`src/hdl/ffba_ram.sv`:
```
// Generic simple dual-port RAM with registered read data.
`timescale 1ns / 1ps

module ffba_ram #(
  parameter int unsigned WIDTH = 8,
  parameter int unsigned DEPTH = 256,
  localparam int unsigned AW   = $clog2(DEPTH)
) (
  input  logic             clk_i,
  input  logic             we_i,
  input  logic [AW-1:0]    waddr_i,
  input  logic [WIDTH-1:0] wdata_i,
  input  logic [AW-1:0]    raddr_i,
  output logic [WIDTH-1:0] rdata_o
);

  logic [WIDTH-1:0] mem_q [DEPTH];

  always_ff @(posedge clk_i) begin
    if (we_i) begin
      mem_q[waddr_i] <= wdata_i;
    end
    rdata_o <= mem_q[raddr_i];
  end

endmodule

```
`config.mk`:
```
export PLATFORM = sky130hd
export DESIGN_NAME = ffba_ram
export DESIGN_NICKNAME = d
export VERILOG_FILES = /design/src/hdl/ffba_ram.sv
export SDC_FILE = /design/constraint.sdc
export NUM_CORES = 2
export LEC_CHECK = 0
export BUFFER_PORTS_ARGS = -buffer_cell sky130_fd_sc_hd__buf_2
export CAP_MARGIN = 5
export CELL_PAD_IN_SITES_DETAIL_PLACEMENT = 2
export CELL_PAD_IN_SITES_GLOBAL_PLACEMENT = 2
export CORE_UTILIZATION = 53
export CTS_BUF_LIST = sky130_fd_sc_hd__clkbuf_8
export DETAILED_ROUTE_END_ITERATION = 16
export GPL_TIMING_DRIVEN = 0
export PLACE_DENSITY_LB_ADDON = 0.1
export REMOVE_ABC_BUFFERS = 1
export SYNTH_ARGS = -nofsm -noshare
export SYNTH_HDL_FRONTEND = slang
export SYNTH_SLANG_ARGS = --single-unit
```
`constraint.sdc`:
```
create_clock -name clk_i -period 3.8 [get_ports clk_i]
set_clock_uncertainty 0.15 [all_clocks]
set_input_delay 1.14 -clock clk_i [delete_from_list [all_inputs] [get_ports clk_i]]
set_output_delay 1.14 -clock clk_i [all_outputs]
set_load 0.02 [all_outputs]
```
==> flow_summary.ini, run 1 <==
[logic_synthesis]
synthArstFlopShare_pct = 0
seq_area_frac_synth_pct = 77.50
synth_top_area_share_pct = 77.30
synth_cell_type_count = 55
yosys_warnings = 0
synth_area_mm2 = 0.07956
netlist_instances = 3733
synth-main-ff-cell = edfxtp_1
synth-edff-count = 2048
ys_ff_latch = 2056
yosys-top-cells-area = edfxtp_1 77%, mux4_2 13%, mux2i_1 1.7%
synth_top_cell_by_area = edfxtp_1
syn_area_per_cell_um2 = 21.31

[die]
row_count = 141
die_x_um = 389.4
io_pins = 34
start_util_pct = 53.62
fp.dieH_um = 389.4

[run_status]
failed_stage = 3_5_place_dp
outcome = stopped before the end
stop_error = [ERROR DPL-0033] detailed placement checks failed during check placement.

[placed_design]
io_buffers = 33
hpwl_mm = 158.7
place.gp.congestion = 0.7958
-- cell families after synthesis --
kind of cell           Yosys count  synth area share, %
AOI/OAI and AO/OA              385                3.419
buffers and inverters          235                1.831
DFF                           2056                77.50
muxes                          591                14.62
and+or+nand+nor                466                2.628
-- synthesized netlist by cell type (2+ instances only) --
library cell,count
nor3_1,22
nor2b_1,31
nand4_1,10
a22o_1,8
nand3b_1,2
nand2_1,33
a2111oi_1,2
mux4_1,2
buf_2,31
a31oi_1,2
o221ai_1,46
o21ai_0,10
clkbuf_1,111
edfxtp_1,2048
mux2i_1,134
and2_1,6
and3b_1,2
dfxtp_1,8
buf_4,27
a22oi_1,133
or2_2,4
o22ai_1,28
nand3_1,34
a221oi_1,13
buf_8,13
mux4_2,454
a21oi_1,96
o22a_1,5
a211oi_1,16
a311oi_1,2
buf_6,21
nor4_2,3
nor2_1,282
nor4_1,24
nand2b_1,8
o211ai_1,10
o21ai_1,2
o32ai_1,4
a2111oi_0,2
buf_12,8
buf_1,22
-- stage by stage --
stage | instances | TNS [ns] | hold WS, ns
global placement | 5535 | -6039.47 | 0.9351
floorplan | 3500 | 0 | 0.6130
==> inputs of run 2 (changes only) <==
==> config.mk (replaced) <==
export PLATFORM = sky130hd
export DESIGN_NAME = ffba_ram
export DESIGN_NICKNAME = d
export VERILOG_FILES = /design/src/hdl/ffba_ram.sv
export SDC_FILE = /design/constraint.sdc
export NUM_CORES = 2
export LEC_CHECK = 0
export BUFFER_PORTS_ARGS = -buffer_cell sky130_fd_sc_hd__buf_2
export CAP_MARGIN = 5
export CORE_UTILIZATION = 40
export DETAILED_ROUTE_END_ITERATION = 16
export GPL_TIMING_DRIVEN = 0
export PLACE_DENSITY_LB_ADDON = 0.15
export REMOVE_ABC_BUFFERS = 1
export SYNTH_ARGS = -nofsm -noshare
export SYNTH_HDL_FRONTEND = slang
export SYNTH_SLANG_ARGS = --single-unit
==> run 2 against run 1 <==
The flow now finishes, with violations (setup timing). Synthesized area stayed put. Synthesized cell count stayed put.
==> flow_summary.ini, run 2 <==
[clock_tree]
clk_pin_slew_worst_paths_ns = 0.06
numCtsBuffers = 209
cts-root-buf = clkbuf_16
cts-htree-levels = 4
clock_sinks = 2056
clockBufferDepth = 3
cts_tree = done
ctsHoldBuffers = 0
clkLatencyLatePin_ns = 0.85

[detailed_routing]
drtIter0Drc = 3844
post_drt_wl_per_cell_um = 32.06
ant_nets = 0
vias = 38050
post_drt_via_cell_ratio = 5.700
drcViolationCount = 0
routed_wl_mm = 214.0
dr.pass1.iters = 7

[die]
fp.dieH_um = 448.0
io_pins = 34
row_count = 163
dieArea_mm2 = 0.2007
start_util_pct = 40.30
die_x_um = 448.0
core_mm2 = 0.1974

[hold_path]
whs_endpoint = mem_q[62][0]
hold_path_depth = 1
min-delay-start = wdata_i[0]
hp-class = input port to flip-flop

[logic_synthesis]
synth_cell_type_count = 55
netlist_instances = 3733
seq_area_frac_synth_pct = 77.50
yosysMostFrequentCell = edfxtp_1
ys_ff_latch = 2056
synth_area_mm2 = 0.07956
synth_top_cell_by_area = edfxtp_1
yosys-top-cells-count = 2048 x edfxtp_1, 454 x mux4_2, 282 x nor2_1
synthArstFlopShare_pct = 0
synth-edff-count = 2048
synth_top_area_share_pct = 77.30
yosys_warnings = 0
syn_area_per_cell_um2 = 21.31
yosys-top-cells-area = edfxtp_1 77%, mux4_2 13%, mux2i_1 1.7%
synth-main-ff-cell = edfxtp_1

[global_route]
met1_usage_pct = 29.79
antenna_found_initial = 7
grt_use_met3_pct = 3.487
grt_pass1_wl_mm = 302.6
gr-usage-met2_pct = 35.33
overflow = 0
grt_pass1_vias = 38870
grt_busiest_layer = met2
grt_usage_pct = 21.48
grt_max_degree = 144

[worst_setup_path]
path_class = input port to flip-flop
arrival_ns = 4.35
r2r_setup_slack_ns = 0.84
cp_data_required_time_ns = 4.32
cp-end-kind = flip-flop
path_delay_family = simple AND/OR/NAND/NOR gates
reg2reg_depth = 6
startpoint_type = input port
r2r_end = rdata_o[5]
critical_path.max_fanout = 12
path_cells = buf_2 -> nor2b_1 -> nor2b_1 -> a31oi_1 -> nor4_2 -> nor4_1
path_depth = 6
timing.rr.start = mem_q[27][5]
slowest_delay_ns = 0.87
cp_common_cell = nor2b_1
slowest_stage = nor4_2
cp_num_buf_inv = 1

[sta]
rsz0062_at_grt = false
tightestPinTransition_ns = 1.164
drv_slew = 0
slew_headroom_pct = 22.08
hold_viol_final = 0
timing.final.ws_setup_ns = -0.03062
timing.final.crit_share_pct = 100.8
fmax_ghz = 0.2611
whs_ns = 0.5580
period_needed_ns = 3.831
setup_viol = 1

[finish]
instances_no_fill = 6676
final_common_cell = edfxtp_1
largest_reg_flops = 2048
layout_common_cells = 2048 x edfxtp_1, 454 x mux4_2, 278 x nor2_1
final_core_util_pct = 46.01
drive_gt1_share_pct = 23.49
reg_top3 = mem_q: 2048 flops, rdata_o: 8 flops
num-nets-final = 3879
top_register = mem_q
areaGrowthSynthToFinish_pct = 14.18

[placed_design]
hpwl_mm = 123.7
place.gp.congestion = 0.7939
dp.cells = 6242
preCtsSetupSlack_ns = -3.489
io_buffers = 33

[run_status]
violations = setup timing
outcome = finished, violations left

[power_and_ir_drop]
p_per_area_mw_per_mm2 = 520.2
ir_drop_uv = 469.1
p_total_mw = 47.25
p_leak_nw = 27.88

[flow_run]
drv_cap = 0
[run 2: area by class of cell]
class / count / area (µm²)
fillers: 16550 / 106600
flip-flops and latches: 2056 / 61660
multi-input cells: 1442 / 16800
clock buffers: 262 / 5535
well taps: 2640 / 3303
repair buffers: 142 / 2566
clock inverters: 128 / 943.4
inverters: 2 / 12.51
diodes: 4 / 10.01
[run 2: cell families after synthesis]
logic type      share of synthesized area [%]
flops                                   77.50
mux                                     14.62
simple gates                            2.628
compound gates                          3.419
buf+inv                                 1.831
[run 2: metal layers]
metal,routed length [µm],vias to the layer above
li1,-,16010
met1,91210,20670
met2,105800,1098
met3,11820,278
met4,5196,2
met5,13,-
[run 2: worst max path at each step]
stage / startpoint / end / slack (ns)
after floorplan: raddr_i[2] / rdata_o[6] / 0.10
after global placement: raddr_i[0] / rdata_o[1] / -18.56
after detailed placement: raddr_i[0] / rdata_o[5] / -3.49
after CTS: raddr_i[0] / rdata_o[6] / 0.003
after global routing: raddr_i[1] / rdata_o[5] / 0.007
final: raddr_i[7] / rdata_o[3] / -0.03
[run 2: stage by stage]
| stage | setup TNS [ns] | area [µm²] |
|---|---|---|
| 3_5_place_dp | -522.80 | 83290 |
| 2_1_floorplan | 0 | 78110 |
| 6_report | -0.03062 | 90830 |
| 4_1_cts | 0 | 90720 |
| 3_3_place_gp | -7283.26 | 81580 |
| 5_1_grt | 0 | 90830 |
[run 2: worst register-to-register path: cells and delay by family (launching register included)]
kind	cells	cell delay, ns
muxes	1	0.49
and+or+nand+nor	1	0.09
DFF	1	0.36
AOI/OAI and AO/OA	4	1.72
[run 2: report_power, final]
| part | internal [mW] | switching (mW) | total, mW |
|---|---|---|---|
| registers | 25.0 | 0.0349 | 25.0 |
| clock network | 11.0 | 8.66 | 19.7 |
| logic | 0.900 | 1.62 | 2.52 |
[run 2: what timing repair did]
action                                  in CTS  in global routing
endpoints found under the setup margin       8                  6
resized for setup                           34                  8
buffers inserted                            15                  4
endpoints found under the hold margin        0                  0
cloned                                      20                  1
pin swaps                                    5                  0
Power figures use the tool's default switching activity.
