`src/hdl/ffba_pkg.sv`:
```
// Shared types and field widths for the first-fit block allocator.
`timescale 1ns / 1ps

package ffba_pkg;

  localparam int unsigned REQ_W   = 13;
  localparam int unsigned HDL_W   = 12;
  localparam int unsigned POS_W   = 8;
  localparam int unsigned OFF_W   = 12;
  localparam int unsigned BYTES_W = 13;

  typedef enum logic [1:0] {
    OP_ALLOC  = 2'd0,
    OP_FREE   = 2'd1,
    OP_QUERY  = 2'd2,
    OP_REINIT = 2'd3
  } op_e;

  typedef enum logic [1:0] {
    ST_OK     = 2'd0,
    ST_NO_FIT = 2'd1,
    ST_BEYOND = 2'd2
  } status_e;

  typedef struct packed {
    op_e                op;
    logic [REQ_W-1:0]   req;
    logic [HDL_W-1:0]   handle;
    logic [POS_W-1:0]   pos;
  } cmd_t;

  typedef struct packed {
    status_e              status;
    logic [OFF_W-1:0]     offset;
    logic [BYTES_W-1:0]   bytes;
    logic                 used;
  } res_t;

endpackage

```
`src/hdl/ffba_ctrl.sv`:
```
// Sequencer that walks, splits and merges the header chain held in the header RAM.
`timescale 1ns / 1ps

module ffba_ctrl #(
  parameter int unsigned ARENA_BYTES  = 4096,
  parameter int unsigned HEADER_BYTES = 16,
  parameter int unsigned MAX_POSITION = 255,
  localparam int unsigned AW          = $clog2(ARENA_BYTES)
) (
  input  logic            clk_i,
  input  logic            rst_ni,
  input  logic            cmd_valid_i,
  output logic            cmd_ready_o,
  input  ffba_pkg::cmd_t  cmd_i,
  output logic            res_valid_o,
  input  logic            res_ready_i,
  output ffba_pkg::res_t  res_o,
  output logic            ram_we_o,
  output logic [AW-1:0]   ram_waddr_o,
  output logic [AW:0]     ram_wdata_o,
  output logic [AW-1:0]   ram_raddr_o,
  input  logic [AW:0]     ram_rdata_i
);

  import ffba_pkg::*;

  localparam int unsigned SW = ((AW > BYTES_W) ? AW : BYTES_W) + 2;
  localparam logic [AW-1:0] STOP_OFF = AW'(ARENA_BYTES - HEADER_BYTES);
  localparam logic [SW-1:0] HDR      = SW'(HEADER_BYTES);

  typedef enum logic [8:0] {
    S_LAYOUT0 = 9'b000000001,
    S_LAYOUT1 = 9'b000000010,
    S_IDLE    = 9'b000000100,
    S_ALLOC   = 9'b000001000,
    S_SPLIT   = 9'b000010000,
    S_FHEAD   = 9'b000100000,
    S_FMERGE  = 9'b001000000,
    S_QUERY   = 9'b010000000,
    S_DONE    = 9'b100000000
  } state_e;

  state_e             state_q, state_d;
  logic               init_res_q, init_res_d;
  logic [AW-1:0]      cur_q, cur_d;
  logic [AW-1:0]      nx_q, nx_d;
  logic [AW-1:0]      nb_q, nb_d;
  logic [POS_W-1:0]   cnt_q, cnt_d;
  logic [POS_W-1:0]   pos_q, pos_d;
  logic [REQ_W-1:0]   req_q, req_d;
  res_t               res_q, res_d;

  logic [AW-1:0]      rd_next;
  logic               rd_used;
  logic               lk;
  logic [SW-1:0]      span;
  logic               wrap;
  logic [SW-1:0]      diff;
  logic [SW-1:0]      sz;
  logic               big;
  logic [SW-1:0]      req_ext;
  logic               fit;
  logic               split;
  logic [SW-1:0]      nb_sum;
  logic [AW-1:0]      merged;
  logic [31:0]        cmd_hdl32;
  logic [31:0]        cur32;

  function automatic logic link_ok(input logic [AW-1:0] src, input logic [AW-1:0] dst);
    return (dst != '0) && (dst > src) && (32'(dst) < 32'(ARENA_BYTES));
  endfunction

  assign rd_next   = ram_rdata_i[AW-1:0];
  assign rd_used   = ram_rdata_i[AW];
  assign cmd_hdl32 = 32'(cmd_i.handle);
  assign cur32     = 32'(cur_q);

  // payload of the header just read at cur_q; merged is the onward link of the header at nx_q
  always_comb begin
    lk      = link_ok(cur_q, rd_next);
    span    = SW'(rd_next) - SW'(cur_q);
    wrap    = span < HDR;
    diff    = span - HDR;
    sz      = lk ? diff : '0;
    big     = lk && wrap;
    req_ext = SW'(req_q);
    fit     = !rd_used && (big || (sz >= req_ext));
    split   = big || (sz >= (req_ext + HDR));
    nb_sum  = SW'(cur_q) + HDR + req_ext;
    merged  = link_ok(nx_q, rd_next) ? rd_next : '0;
  end

  always_comb begin
    state_d     = state_q;
    init_res_d  = init_res_q;
    cur_d       = cur_q;
    nx_d        = nx_q;
    nb_d        = nb_q;
    cnt_d       = cnt_q;
    pos_d       = pos_q;
    req_d       = req_q;
    res_d       = res_q;
    cmd_ready_o = 1'b0;
    res_valid_o = 1'b0;
    ram_we_o    = 1'b0;
    ram_waddr_o = cur_q;
    ram_wdata_o = ram_rdata_i;
    ram_raddr_o = cur_q;

    unique case (state_q)
      S_LAYOUT0: begin
        ram_we_o    = 1'b1;
        ram_waddr_o = '0;
        ram_wdata_o = {1'b0, STOP_OFF};
        state_d     = S_LAYOUT1;
      end
      S_LAYOUT1: begin
        ram_we_o    = 1'b1;
        ram_waddr_o = STOP_OFF;
        ram_wdata_o = {1'b1, {AW{1'b0}}};
        res_d       = '{status: ST_OK, offset: '0, bytes: '0, used: 1'b0};
        state_d     = init_res_q ? S_DONE : S_IDLE;
        init_res_d  = 1'b0;
      end
      S_IDLE: begin
        cmd_ready_o = 1'b1;
        ram_raddr_o = (cmd_i.op == OP_FREE) ? cmd_hdl32[AW-1:0] : '0;
        if (cmd_valid_i) begin
          req_d = cmd_i.req;
          pos_d = cmd_i.pos;
          cnt_d = '0;
          cur_d = (cmd_i.op == OP_FREE) ? cmd_hdl32[AW-1:0] : '0;
          res_d = '{status: ST_OK, offset: '0, bytes: '0, used: 1'b0};
          unique case (cmd_i.op)
            OP_ALLOC: state_d = S_ALLOC;
            OP_FREE: begin
              state_d = (cmd_hdl32 < 32'(ARENA_BYTES)) ? S_FHEAD : S_DONE;
            end
            OP_QUERY: begin
              if (32'(cmd_i.pos) > 32'(MAX_POSITION)) begin
                res_d.status = ST_BEYOND;
                state_d      = S_DONE;
              end else begin
                state_d = S_QUERY;
              end
            end
            OP_REINIT: begin
              init_res_d = 1'b1;
              state_d    = S_LAYOUT0;
            end
            default: state_d = S_IDLE;
          endcase
        end
      end
      S_ALLOC: begin
        if (fit) begin
          ram_we_o     = 1'b1;
          ram_waddr_o  = cur_q;
          ram_wdata_o  = {1'b1, split ? nb_sum[AW-1:0] : rd_next};
          res_d.status = ST_OK;
          res_d.offset = cur32[OFF_W-1:0];
          res_d.bytes  = split ? req_q : sz[BYTES_W-1:0];
          res_d.used   = 1'b1;
          nb_d         = nb_sum[AW-1:0];
          nx_d         = rd_next;
          state_d      = split ? S_SPLIT : S_DONE;
        end else if (lk) begin
          // advance one link, read of the successor issued now
          ram_raddr_o = rd_next;
          cur_d       = rd_next;
        end else begin
          res_d.status = ST_NO_FIT;
          state_d      = S_DONE;
        end
      end
      S_SPLIT: begin
        ram_we_o    = 1'b1;
        ram_waddr_o = nb_q;
        ram_wdata_o = {1'b0, nx_q};
        state_d     = S_DONE;
      end
      S_FHEAD: begin
        if (lk) begin
          ram_raddr_o = rd_next;
          nx_d        = rd_next;
          state_d     = S_FMERGE;
        end else begin
          ram_we_o    = 1'b1;
          ram_waddr_o = cur_q;
          ram_wdata_o = {1'b0, rd_next};
          state_d     = S_DONE;
        end
      end
      S_FMERGE: begin
        if (rd_used) begin
          ram_we_o    = 1'b1;
          ram_waddr_o = cur_q;
          ram_wdata_o = {1'b0, nx_q};
          state_d     = S_DONE;
        end else if (link_ok(cur_q, merged)) begin
          // absorb the free neighbour and look at the one behind it
          ram_raddr_o = merged;
          nx_d        = merged;
        end else begin
          ram_we_o    = 1'b1;
          ram_waddr_o = cur_q;
          ram_wdata_o = {1'b0, merged};
          state_d     = S_DONE;
        end
      end
      S_QUERY: begin
        if (cnt_q == pos_q) begin
          res_d.status = ST_OK;
          res_d.offset = cur32[OFF_W-1:0];
          res_d.bytes  = lk ? diff[BYTES_W-1:0] : '0;
          res_d.used   = rd_used;
          state_d      = S_DONE;
        end else if (lk) begin
          ram_raddr_o = rd_next;
          cur_d       = rd_next;
          cnt_d       = cnt_q + 1'b1;
        end else begin
          res_d.status = ST_BEYOND;
          state_d      = S_DONE;
        end
      end
      S_DONE: begin
        res_valid_o = 1'b1;
        if (res_ready_i) begin
          state_d = S_IDLE;
        end
      end
      default: state_d = S_LAYOUT0;
    endcase
  end

  assign res_o = res_q;

  always_ff @(posedge clk_i or negedge rst_ni) begin
    if (!rst_ni) begin
      state_q    <= S_LAYOUT0;
      init_res_q <= 1'b0;
    end else begin
      state_q    <= state_d;
      init_res_q <= init_res_d;
    end
  end

  always_ff @(posedge clk_i) begin
    cur_q <= cur_d;
    nx_q  <= nx_d;
    nb_q  <= nb_d;
    cnt_q <= cnt_d;
    pos_q <= pos_d;
    req_q <= req_d;
    res_q <= res_d;
  end

  a_alloc_forward: assert property (@(posedge clk_i) disable iff (!rst_ni)
    (state_q == S_ALLOC && state_d == S_ALLOC) |=> (cur_q > $past(cur_q)))
    else $error("allocate walk did not move forward");

  a_merge_forward: assert property (@(posedge clk_i) disable iff (!rst_ni)
    (state_q == S_FMERGE && state_d == S_FMERGE) |=> (nx_q > $past(nx_q)))
    else $error("merge did not move the link forward");

  a_split_inside: assert property (@(posedge clk_i) disable iff (!rst_ni)
    (state_q == S_SPLIT) |-> (nb_q > cur_q && nb_q < nx_q))
    else $error("split header outside its block");

  a_query_count: assert property (@(posedge clk_i) disable iff (!rst_ni)
    (state_q == S_QUERY) |-> (cnt_q <= pos_q))
    else $error("query walked past the requested position");

endmodule

```
`config.mk`:
```
export PLATFORM = sky130hd
export DESIGN_NAME = ffba_ctrl
export DESIGN_NICKNAME = d
export VERILOG_FILES = /design/src/hdl/ffba_pkg.sv /design/src/hdl/ffba_ctrl.sv
export SDC_FILE = /design/constraint.sdc
export NUM_CORES = 1
export LEC_CHECK = 0
export BUFFER_PORTS_ARGS = -buffer_cell sky130_fd_sc_hd__buf_4
export CAP_MARGIN = 20
export CORE_AREA = 2 2 167 169
export DETAILED_ROUTE_END_ITERATION = 8
export DIE_AREA = 0 0 169 171
export MAX_ROUTING_LAYER = met4
export SLEW_MARGIN = 0
export SYNTH_ARGS = -nofsm -noshare
export SYNTH_HDL_FRONTEND = slang
export SYNTH_SLANG_ARGS = --single-unit
```
`constraint.sdc`:
```
create_clock -name clk_i -period 6 [get_ports clk_i]
set_input_delay 0.9 -clock clk_i [delete_from_list [all_inputs] [get_ports clk_i]]
set_output_delay 0.9 -clock clk_i [all_outputs]
set_load 0.05 [all_outputs]
```
==> impl_metrics.json, run 1 <==
{
  "synth_seq_cells": 103,
  "initial_core_util_pct": 29.4,
  "synth_fp_nets": 995,
  "layout-area-overhead-vs-synth_pct": 44.2,
  "cp_max_fo": 5,
  "grt_max_degree": 27,
  "p_leak_nw": 5.07,
  "layout-drive-gt1-share_pct": 34.7,
  "routed_wl_mm": 29.4,
  "worst_slack_ns": -0.361,
  "synth_xor_area_share_pct": 5.01,
  "yosys.area_share.simple_pct": 17.4,
  "cts-htree-levels": 3,
  "period_share_pct": 106,
  "drtPass1Iterations": 5,
  "hpwl_mm": 22.8,
  "grt_pass1_wl_mm": 44.5,
  "num_vias": 7838,
  "grt_use_total_pct": 20.9,
  "clockBufferDepth": 2,
  "path_clk_slew_ns": 0.08,
  "diodes": 0,
  "syn-mean-instance-area_um2": 9.36,
  "start_kind": "primary input",
  "synth_seq_area_share_pct": 37.9,
  "grt_pass1_vias": 7744,
  "crit_arrival_ns": 5.46,
  "antenna_found_initial": 0,
  "rows": 61,
  "antenna_left": 0,
  "core_region_area_um2": 27300,
  "async_reset_ff_share_pct": 9.71,
  "finalPower_mw": 3.94,
  "clock-sinks": 103,
  "cts_made_buffers": 9,
  "drv_cap": 0,
  "cp-end-kind": "output pin",
  "slew_headroom_pct": 27.6,
  "drtIter0Drc": 633,
  "clockRootBuffer": "clkbuf_16",
  "rsz0062_at_grt": "yes",
  "violations": "negative setup slack",
  "cp.required_ns": 5.10,
  "die-width_um": 169,
  "synth_area_um2": 8040,
  "synth_edf_count": 93,
  "peakVddDrop_mv": 0.296,
  "io_pins": 120,
  "clk-insertion-delay-late_ns": 0.36,
  "synth_cell_types": 70,
  "synthMuxAreaShare_pct": 0,
  "drc": 0,
  "setup_viol_count_final": 24,
  "io_buffers": 119,
  "viasPerCell": 5.36,
  "status": "finished with violations",
  "worstMarginPinSlew_ns": 1.09,
  "tns_ns": -7.39,
  "wire_per_inst_um": 20.1,
  "hold_viol_final": 0,
  "cts_tree": "yes",
  "chipHeight_um": 171,
  "cellPowerDensity_nw_per_um2": 340,
  "nNetsFinal": 1247,
  "synthAdderAreaFrac_pct": 13.4,
  "gp_congestion": 0.945,
  "fillCellCount": 2705,
  "syn_inst": 859,
  "synth_compound_area_share_pct": 21.5,
  "synth_top_family_by_area": "compound AO/OA/AOI/OAI gates",
  "period_minus_slack_ns": 6.36,
  "fin_skew_ns": 0.0125,
  "ys.flop_type": "edfxtp_1",
  "maxSlewViolCount": 0,
  "hold_path_class": "in2async",
  "ys_warn_count": 0,
  "max_freq_ghz": 0.157,
  "overflow": 0,
  "critical_path_class": "in2out",
  "die_area_um2": 28900
}
-- cells by family (layout without fill, tap and decap cells) --
group / after synthesis / in the layout
AND/OR/NAND/NOR: 285 / 285
buffers and inverters: 99 / 356
AO/OA/AOI/OAI: 241 / 241
adder cells (fa/ha/maj): 85 / 85
flip-flops: 103 / 103
XOR/XNOR: 46 / 46
-- flip-flops by register name (all words and copies together) (netlist names) --
signal / count
pos_q: 8
state_q: 9
nx_q: 12
cur_q: 12
init_res_q: 1
cnt_q: 8
res_o: 28
nb_q: 12
req_q: 13
-- power breakdown --
group / internal [mW] / switching [mW] / total, mW
clock: 0.283 / 0.285 / 0.567
sequential: 0.890 / 0.0534 / 0.943
combinational: 0.906 / 1.53 / 2.43
-- synthesized netlist by cell type (5+ instances only) --
library cell / number / share of area, %
nor2_1: 95 / 4.4
edfxtp_1: 93 / 35
ha_1: 82 / 13
inv_1: 65 / 3.0
nand2_1: 58 / 2.7
a21oi_1: 54 / 3.4
o21ai_0: 37 / 2.3
xnor2_1: 32 / 3.5
a21o_1: 25 / 2.3
clkbuf_1: 23 / 1.1
nand3_1: 23 / 1.4
and2_1: 19 / 1.5
a22o_1: 16 / 1.7
xor2_1: 14 / 1.5
a221o_1: 13 / 1.6
nor2b_1: 13 / 1.0
nor3_1: 13 / 0.81
a211o_1: 11 / 1.2
nand2b_1: 11 / 0.86
o311ai_0: 10 / 1.1
and3_1: 9 / 0.70
dfrtp_1: 9 / 2.8
nand4_1: 9 / 0.70
buf_2: 8 / 0.50
a22oi_1: 7 / 0.65
nor3b_1: 7 / 0.65
a2bb2oi_1: 6 / 0.65
o22ai_1: 6 / 0.47
a31oi_1: 5 / 0.39
nor4_1: 5 / 0.39
-- per-stage QoR --
step	utilization [%]	setup WS, ns	instances	hold slack (ns)	area [um2]
floorplan	-	-0.0518	859	0.468	8300
global placement	38.4	-0.729	1421	0.540	10500
detailed placement	38.4	-0.755	1421	0.555	10500
CTS	41.4	-0.384	1449	0.352	11300
global route	42.4	-0.589	1462	0.363	11600
finish	42.4	-0.361	1462	0.356	11600
-- layout by cell type, fill, tap and decap left out, types with 9 or more instances in the layout --
cell type	Yosys	routed
xnor2_1	32	31
clkbuf_16	0	9
o21ai_1	4	10
a21oi_4	1	9
ha_1	82	74
nor2_1	95	91
buf_4	0	228
nor3_1	13	12
nand2_1	58	53
xor2_1	14	12
a21o_1	25	24
nand3_1	23	21
a21oi_1	54	40
buf_6	1	34
a22o_1	16	16
edfxtp_1	93	93
inv_1	65	64
nand4_1	9	9
a211o_1	11	11
a221o_2	0	10
nand2b_1	11	11
and2_1	19	19
nor2b_1	13	12
o21ai_0	37	24
dfrtp_1	9	9
-- area by class of cell --
type	instances	area [um2]	area share (%)
repair buffers	274	2320	20.1
flip-flops and latches	103	3040	26.3
clock buffers	11	233	2.01
well taps	346	433	3.73
clock inverters	5	33.8	0.291
multi-input cells	657	5270	45.4
inverters	66	260	2.24
-- routing by layer --
| metal | share of wire (%) | track usage, % | vias up |
|---|---|---|---|
| li1 | - | - | 3686 |
| met1 | 44 | 27.4 | 3775 |
| met2 | 46 | 33.6 | 324 |
| met3 | 6.8 | 3.26 | 53 |
| met4 | 2.6 | 6.06 | 0 |
| met5 | 0 | - | - |
-- path summary, 6_finish.rpt --
check                           cells past startpoint                     end  slack [ns]                    from
worst max register to register                     20      res_o[2]$_DFFE_PP_        0.72      cur_q[0]$_DFFE_PP_
max in group asynchronous                           1  state_q[0]$_DFFE_PN1P_        5.41                  rst_ni
worst min register to register                      2  init_res_q$_DFFE_PN0P_        0.58  init_res_q$_DFFE_PN0P_
min in group clk_i                                  2  init_res_q$_DFFE_PN0P_        0.58  init_res_q$_DFFE_PN0P_
worst min-delay path                                1  state_q[4]$_DFFE_PN0P_        0.36                  rst_ni
worst max-delay path                               25          ram_wdata_o[4]       -0.36          ram_rdata_i[0]
-- repair_timing --
action                     in CTS  in global routing
setup endpoints to repair      26                 26
setup buffers                  11                 11
pin swaps                      38                 26
resized for setup              96                 37
hold buffers                    0                  0
cloned                          2                  0
-- critical path, stage by stage --
cell	delay, ns
buf_12	0.09
inv_12	0.03
ha_4	0.15
fa_2	0.36
nor2b_4	0.14
o2111a_1	0.25
or2_4	0.15
a31oi_4	0.07
or4b_4	0.55
buf_4	0.16
o31ai_2	0.16
nand2_1	0.10
ha_1	0.30
nor4bb_1	0.27
nand3_1	0.15
inv_1	0.09
o31ai_2	0.08
a22oi_2	0.19
o311ai_2	0.17
o21ai_4	0.24
nand2_4	0.14
buf_16	0.19
a211oi_4	0.23
o32ai_4	0.12
buf_6	0.19
Power figures use the tool's default switching activity.
==> run 2, diff against run 1 <==
Clock period 6 ns to 7.2 ns, I/O delays scaled along.
==> run 2 against run 1 <==
The flow now finishes without violations. Worst setup slack better by 0.53 ns. First-iteration DRC count is 16% higher. Via count shrank 5.2%. Core utilization down 5.3 points. Final area shrank 13%. Flip-flop and latch count unchanged. Hold slack improved by 0.18 ns. Critical endpoint is now ram_raddr_o[9]. Critical path type unchanged. Sequential power shrank 16%. Die area did not move. Count of clock-buffer cells in the layout fell by 1. Clock power decreased by 4.9%. Clock skew fell by 0.0019 ns. Highest routed layer unchanged.
==> impl_metrics.json, run 2 (synthesis results as in run 1) <==
{
  "drtPass1Iterations": 6,
  "clk-insertion-delay-late_ns": 0.37,
  "initial_core_util_pct": 29.4,
  "drtIter0Drc": 735,
  "cp.required_ns": 6.12,
  "hold_buffers": 0,
  "max_freq_ghz": 0.142,
  "cp_max_fo": 11,
  "io_pins": 120,
  "die-width_um": 169,
  "routed_wl_mm": 28.2,
  "cp_slowest_cell": "or4b_4",
  "critPathBufInv": 5,
  "final_area_um2": 10100,
  "io_buffers": 119,
  "drv_cap": 0,
  "setup_viol_count_final": 0,
  "cts_tree": "yes",
  "num_vias": 7430,
  "grt_use_total_pct": 19.9,
  "cts_made_buffers": 9,
  "layout-drive-gt1-share_pct": 22.4,
  "finalPower_mw": 3.00,
  "most-common-layout-cells": "buf_4, edfxtp_1, nor2_1",
  "crit_arrival_ns": 5.96,
  "antenna_left": 0,
  "diodes": 0,
  "period_share_pct": 97.7,
  "dpl_worst_slack_ns": -0.160,
  "final_cells": 1366,
  "gp_congestion": 0.943,
  "clockRootBuffer": "clkbuf_16",
  "clock-sinks": 103,
  "r2r_end": "res_o[10]$_DFFE_PP_",
  "r2r_start": "cur_q[1]$_DFFE_PP_",
  "crit_path_max_incr_delay_ns": 0.57,
  "crit_top_cell": "buf_4",
  "viasPerCell": 5.44,
  "clockBufferDepth": 2,
  "cp-end-kind": "output pin",
  "rows": 61,
  "dpl_cell_area_um2": 9640,
  "p_int_mw": 1.59,
  "reg2reg_depth": 22,
  "seqPwrFrac_pct": 26.3,
  "power_switching_mw": 1.42,
  "fillCellCount": 2787,
  "cellPowerDensity_nw_per_um2": 296,
  "peakVddDrop_mv": 0.213,
  "worst_slack_ns": 0.165,
  "start_kind": "primary input",
  "path_clk_slew_ns": 0.07,
  "dr_wl_met3_mm": 2.55,
  "layout_commonest_cell": "buf_4",
  "p_clk_share_pct": 17.9,
  "highest-signal-layer": "met4",
  "reg2reg_slack_ns": 1.63,
  "critical_path_class": "in2out",
  "largest_reg_flops": 28,
  "overflow": 0,
  "hpwl_mm": 21.9,
  "hold_path_class": "in2async",
  "slew_headroom_pct": 26.1,
  "utilization_pct": 37.1,
  "fin_skew_ns": 0.0106,
  "maxSlewViolCount": 0,
  "antenna_found_initial": 0,
  "wl_met2_mm": 12.5,
  "hold_viol_final": 0,
  "p_leak_nw": 4.46,
  "cts-htree-levels": 3,
  "nNetsFinal": 1151,
  "grt_pass1_vias": 7024,
  "p_comb_share_pct": 55.8,
  "place_inst": 1342,
  "core_region_area_um2": 27300,
  "die_area_um2": 28900,
  "grt_max_degree": 27,
  "layout-area-overhead-vs-synth_pct": 26.1,
  "status": "completed",
  "wl_met1_mm": 12.6,
  "chipHeight_um": 171,
  "grt_pass1_wl_mm": 42.1,
  "sw_frac_of_total_pct": 47.2,
  "path_delay_family": "compound AO/OA/AOI/OAI gates",
  "worstMarginPinSlew_ns": 1.11,
  "period_minus_slack_ns": 7.04,
  "wire_per_inst_um": 20.6,
  "drc": 0
}
==> run 2: cell count changes in the layout (fill, tap and decap cells not counted), moves of 9 or more <==
cell | previous run | this run
a21oi_1 | 40 | 53
o21ai_0 | 24 | 33
buf_6 | 34 | 3
a221o_1 | 3 | 13
buf_4 | 228 | 174
a221o_2 | 10 | 0
==> run 2: repair_timing <==
action | 4_1_cts | 5_1_grt
gates cloned | 0 | 0
resized for setup | 2 | 31
setup endpoints to repair | 14 | 24
pin swaps | 2 | 13
buffers inserted | 0 | 8
==> run 2: how the worst max path moves through the flow <==
stage | from | to | slack (ns) | cells after the start
after floorplan | ram_rdata_i[0] | ram_wdata_o[4] | 0.03 | 21
after global placement | ram_rdata_i[0] | ram_raddr_o[5] | -0.08 | 23
after detailed placement | ram_rdata_i[0] | ram_raddr_o[5] | -0.16 | 23
after CTS | ram_rdata_i[0] | ram_raddr_o[5] | 0.009 | 23
after global routing | ram_rdata_i[0] | ram_raddr_o[9] | -0.02 | 25
final | ram_rdata_i[0] | ram_raddr_o[9] | 0.16 | 25
==> run 2: power groups by stage <==
stage | logic, mW | registers (mW) | clock network [mW]
after floorplan | 0.942 | 0.937 | 0
after global placement | 1.59 | 0.802 | 0
after detailed placement | 1.60 | 0.799 | 0
after CTS | 1.61 | 0.789 | 0.552
after global routing | 1.77 | 0.796 | 0.567
final | 1.68 | 0.789 | 0.539
==> run 2: layout make-up <==
cell class / instances / area [um2] / area share (%)
clock buffer: 10 / 229 / 2.26
clock inverter: 6 / 85.1 / 0.839
inverter: 66 / 248 / 2.44
multi-input combinational: 657 / 4740 / 46.7
sequential: 103 / 3040 / 30.0
tap: 346 / 433 / 4.27
timing repair buffer: 178 / 1360 / 13.4
==> run 2: per-layer routing <==
metal | track usage [%] | vias to the layer above
met5 | - | -
met4 | 5.28 | 0
met3 | 3.70 | 28
met2 | 30.0 | 353
met1 | 27.6 | 3548
li1 | - | 3501
==> run 2: worst register-to-register path: stages, from the launching register on <==
cell and delay, ns:
edfxtp_1 0.58, inv_1 0.16, ha_1 0.33, nand2b_1 0.11, a21oi_1 0.14, o211a_4 0.30, o31a_1 0.32, nand2_1 0.26
buf_4 0.25, nor2_1 0.09, ha_1 0.30, a21oi_1 0.06, o21ai_0 0.19, a31oi_1 0.16, o21ai_0 0.16, o221ai_1 0.15
maj3_2 0.37, buf_4 0.16, a21o_1 0.22, a21oi_4 0.17, buf_4 0.18, a21boi_2 0.17, buf_4 0.38
==> run 2: metrics by stage <==
stage               hold slack [ns]  TNS, ns
global placement              0.530   -0.328
finish                        0.532        0
floorplan                     0.468        0
CTS                           0.529        0
detailed placement            0.564    -1.19
global route                  0.532  -0.0895
==> run 3, diff against run 2 <==
Clock period 7.2 ns to 8.88 ns, I/O delays scaled along.
==> run 3 against run 2 <==
Via count fell by 1.4%. Worst setup slack improved by 0.44 ns. Highest routed layer unchanged. Count of clock-buffer cells in the layout did not move. Cell count fell by 3.4%. Largest power group unchanged.
==> impl_metrics.json, run 3 (synthesis results as in run 1) <==
{
  "crit_arrival_ns": 6.94,
  "path_delay_family": "compound AO/OA/AOI/OAI gates",
  "drtIter0Drc": 762,
  "hold-path-endpoint": "init_res_q$_DFFE_PN0P_",
  "io_pins": 120,
  "layout_commonest_cell": "buf_4",
  "r2r_end": "res_o[26]$_DFFE_PP_",
  "drc": 0,
  "clockBufferDepth": 2,
  "fin_skew_ns": 0.0146,
  "cellPowerDensity_nw_per_um2": 244,
  "clk-insertion-delay-late_ns": 0.37,
  "grt_use_total_pct": 19.4,
  "hold_buffers": 0,
  "p_leak_nw": 4.23,
  "drtPass1Iterations": 7,
  "cts-htree-levels": 3,
  "max_freq_ghz": 0.121,
  "io_buffers": 119,
  "cts_made_buffers": 9,
  "dpl_cell_area_um2": 9320,
  "cp_max_fo": 13,
  "diodes": 0,
  "most-common-layout-cells": "buf_4, nor2_1, edfxtp_1",
  "wire_per_inst_um": 20.9,
  "tns_ns": 0,
  "crit_path_max_incr_delay_ns": 0.63,
  "worstMarginPinSlew_ns": 1.01,
  "slew_headroom_pct": 32.2,
  "gp_congestion": 0.942,
  "viasPerCell": 5.55,
  "antenna_left": 0,
  "num_vias": 7326,
  "nNetsFinal": 1105,
  "cp-end-kind": "output pin",
  "layout-drive-gt1-share_pct": 16.4,
  "crit_top_cell": "buf_4",
  "core_region_area_um2": 27300,
  "grt_pass1_vias": 7017,
  "hold_path_class": "reg2reg",
  "hpwl_mm": 21.3,
  "finalPower_mw": 2.36,
  "overflow": 0,
  "setup_viol_count_final": 0,
  "clock-sinks": 103,
  "chipHeight_um": 171,
  "cts_resized": 0,
  "post_cts_buffers": 0,
  "critical_path_class": "in2out",
  "reg2reg_depth": 19,
  "grt_max_degree": 27,
  "largest_reg_flops": 28,
  "hold-path-cell-count": 2,
  "maxSlewViolCount": 0,
  "status": "completed",
  "layout-area-overhead-vs-synth_pct": 20.1,
  "peakVddDrop_mv": 0.180,
  "die-width_um": 169,
  "antenna_found_initial": 0,
  "rsz0062_at_grt": "no",
  "hold-worst-slack_ns": 0.576,
  "routed_wl_mm": 27.5,
  "grt_pass1_wl_mm": 41.2,
  "reg2reg_slack_ns": 3.03,
  "hold_viol_final": 0,
  "r2r_start": "cur_q[3]$_DFFE_PP_",
  "final_area_um2": 9660,
  "place_inst": 1301,
  "clockRootBuffer": "clkbuf_16",
  "critPathBufInv": 4,
  "die_area_um2": 28900,
  "initial_core_util_pct": 29.4,
  "cp_slowest_cell": "or4b_1",
  "path_clk_slew_ns": 0.06,
  "final_cells": 1320,
  "crit_chain": "buf_4 > inv_1 > ha_1 > fa_1 > nor2b_1 > o2111a_1 > or2_2 > a31oi_1 > or4b_1 > xor2_1 > nor2_1 > ha_1 > a21o_1 > a211o_1 > nor3_1 > o21ai_0 > o221ai_1 > maj3_2 > a41oi_2 > buf_4 > a31oi_1 > nand2_1 > a221o_1 > buf_4",
  "cp.required_ns": 7.55,
  "period_minus_slack_ns": 8.27,
  "drv_cap": 0,
  "rows": 61,
  "min-delay-start": "init_res_q$_DFFE_PN0P_",
  "cts_tree": "yes",
  "period_share_pct": 93.2,
  "start_kind": "primary input"
}
[run 3: through the flow]
stage	util, %	setup slack [ns]
after global routing	35.3	0.213
final	35.3	0.606
after CTS	35.2	0.703
after global placement	34.1	0.848
after detailed placement	34.1	0.706
after floorplan	-	1.21
[run 3: layout make-up]
type / instances / area, um2
timing repair buffer: 132 / 995
fill: 2805 / 17700
clock inverter: 6 / 85.1
clock buffer: 10 / 229
tap: 346 / 433
sequential: 103 / 3040
multi-input combinational: 657 / 4620
inverter: 66 / 248
[run 3: tightest hold or removal path, stage by stage (launching register included)]
cell and delay (ns):
dfrtp_1 0.41, nand2_1 0.06, o21ai_0 0.07
[run 3: metal layers]
metal / track usage [%] / vias up / wire [um]
li1: - / 3401 / -
met1: 26.3 / 3513 / 12300
met2: 29.4 / 374 / 12100
met3: 3.79 / 38 / 2560
met4: 5.76 / 0 / 586
met5: - / - / 0
[run 3: report_power, final]
part | internal (mW) | switching (mW) | leakage (nW)
registers | 0.602 | 0.0386 | 1.00
clock network | 0.247 | 0.189 | 0.150
logic | 0.385 | 0.897 | 3.07
[run 3: how the worst max path moves through the flow]
| stage | startpoint | endpoint | slack, ns | cells after the start |
|---|---|---|---|---|
| after detailed placement | ram_rdata_i[0] | ram_raddr_o[9] | 0.71 | 24 |
| after global routing | ram_rdata_i[0] | ram_wdata_o[4] | 0.21 | 24 |
| after CTS | ram_rdata_i[0] | ram_raddr_o[9] | 0.70 | 24 |
| after global placement | ram_rdata_i[0] | ram_raddr_o[6] | 0.85 | 24 |
| final | ram_rdata_i[0] | ram_raddr_o[6] | 0.61 | 24 |
| after floorplan | ram_rdata_i[0] | ram_wdata_o[4] | 1.21 | 21 |
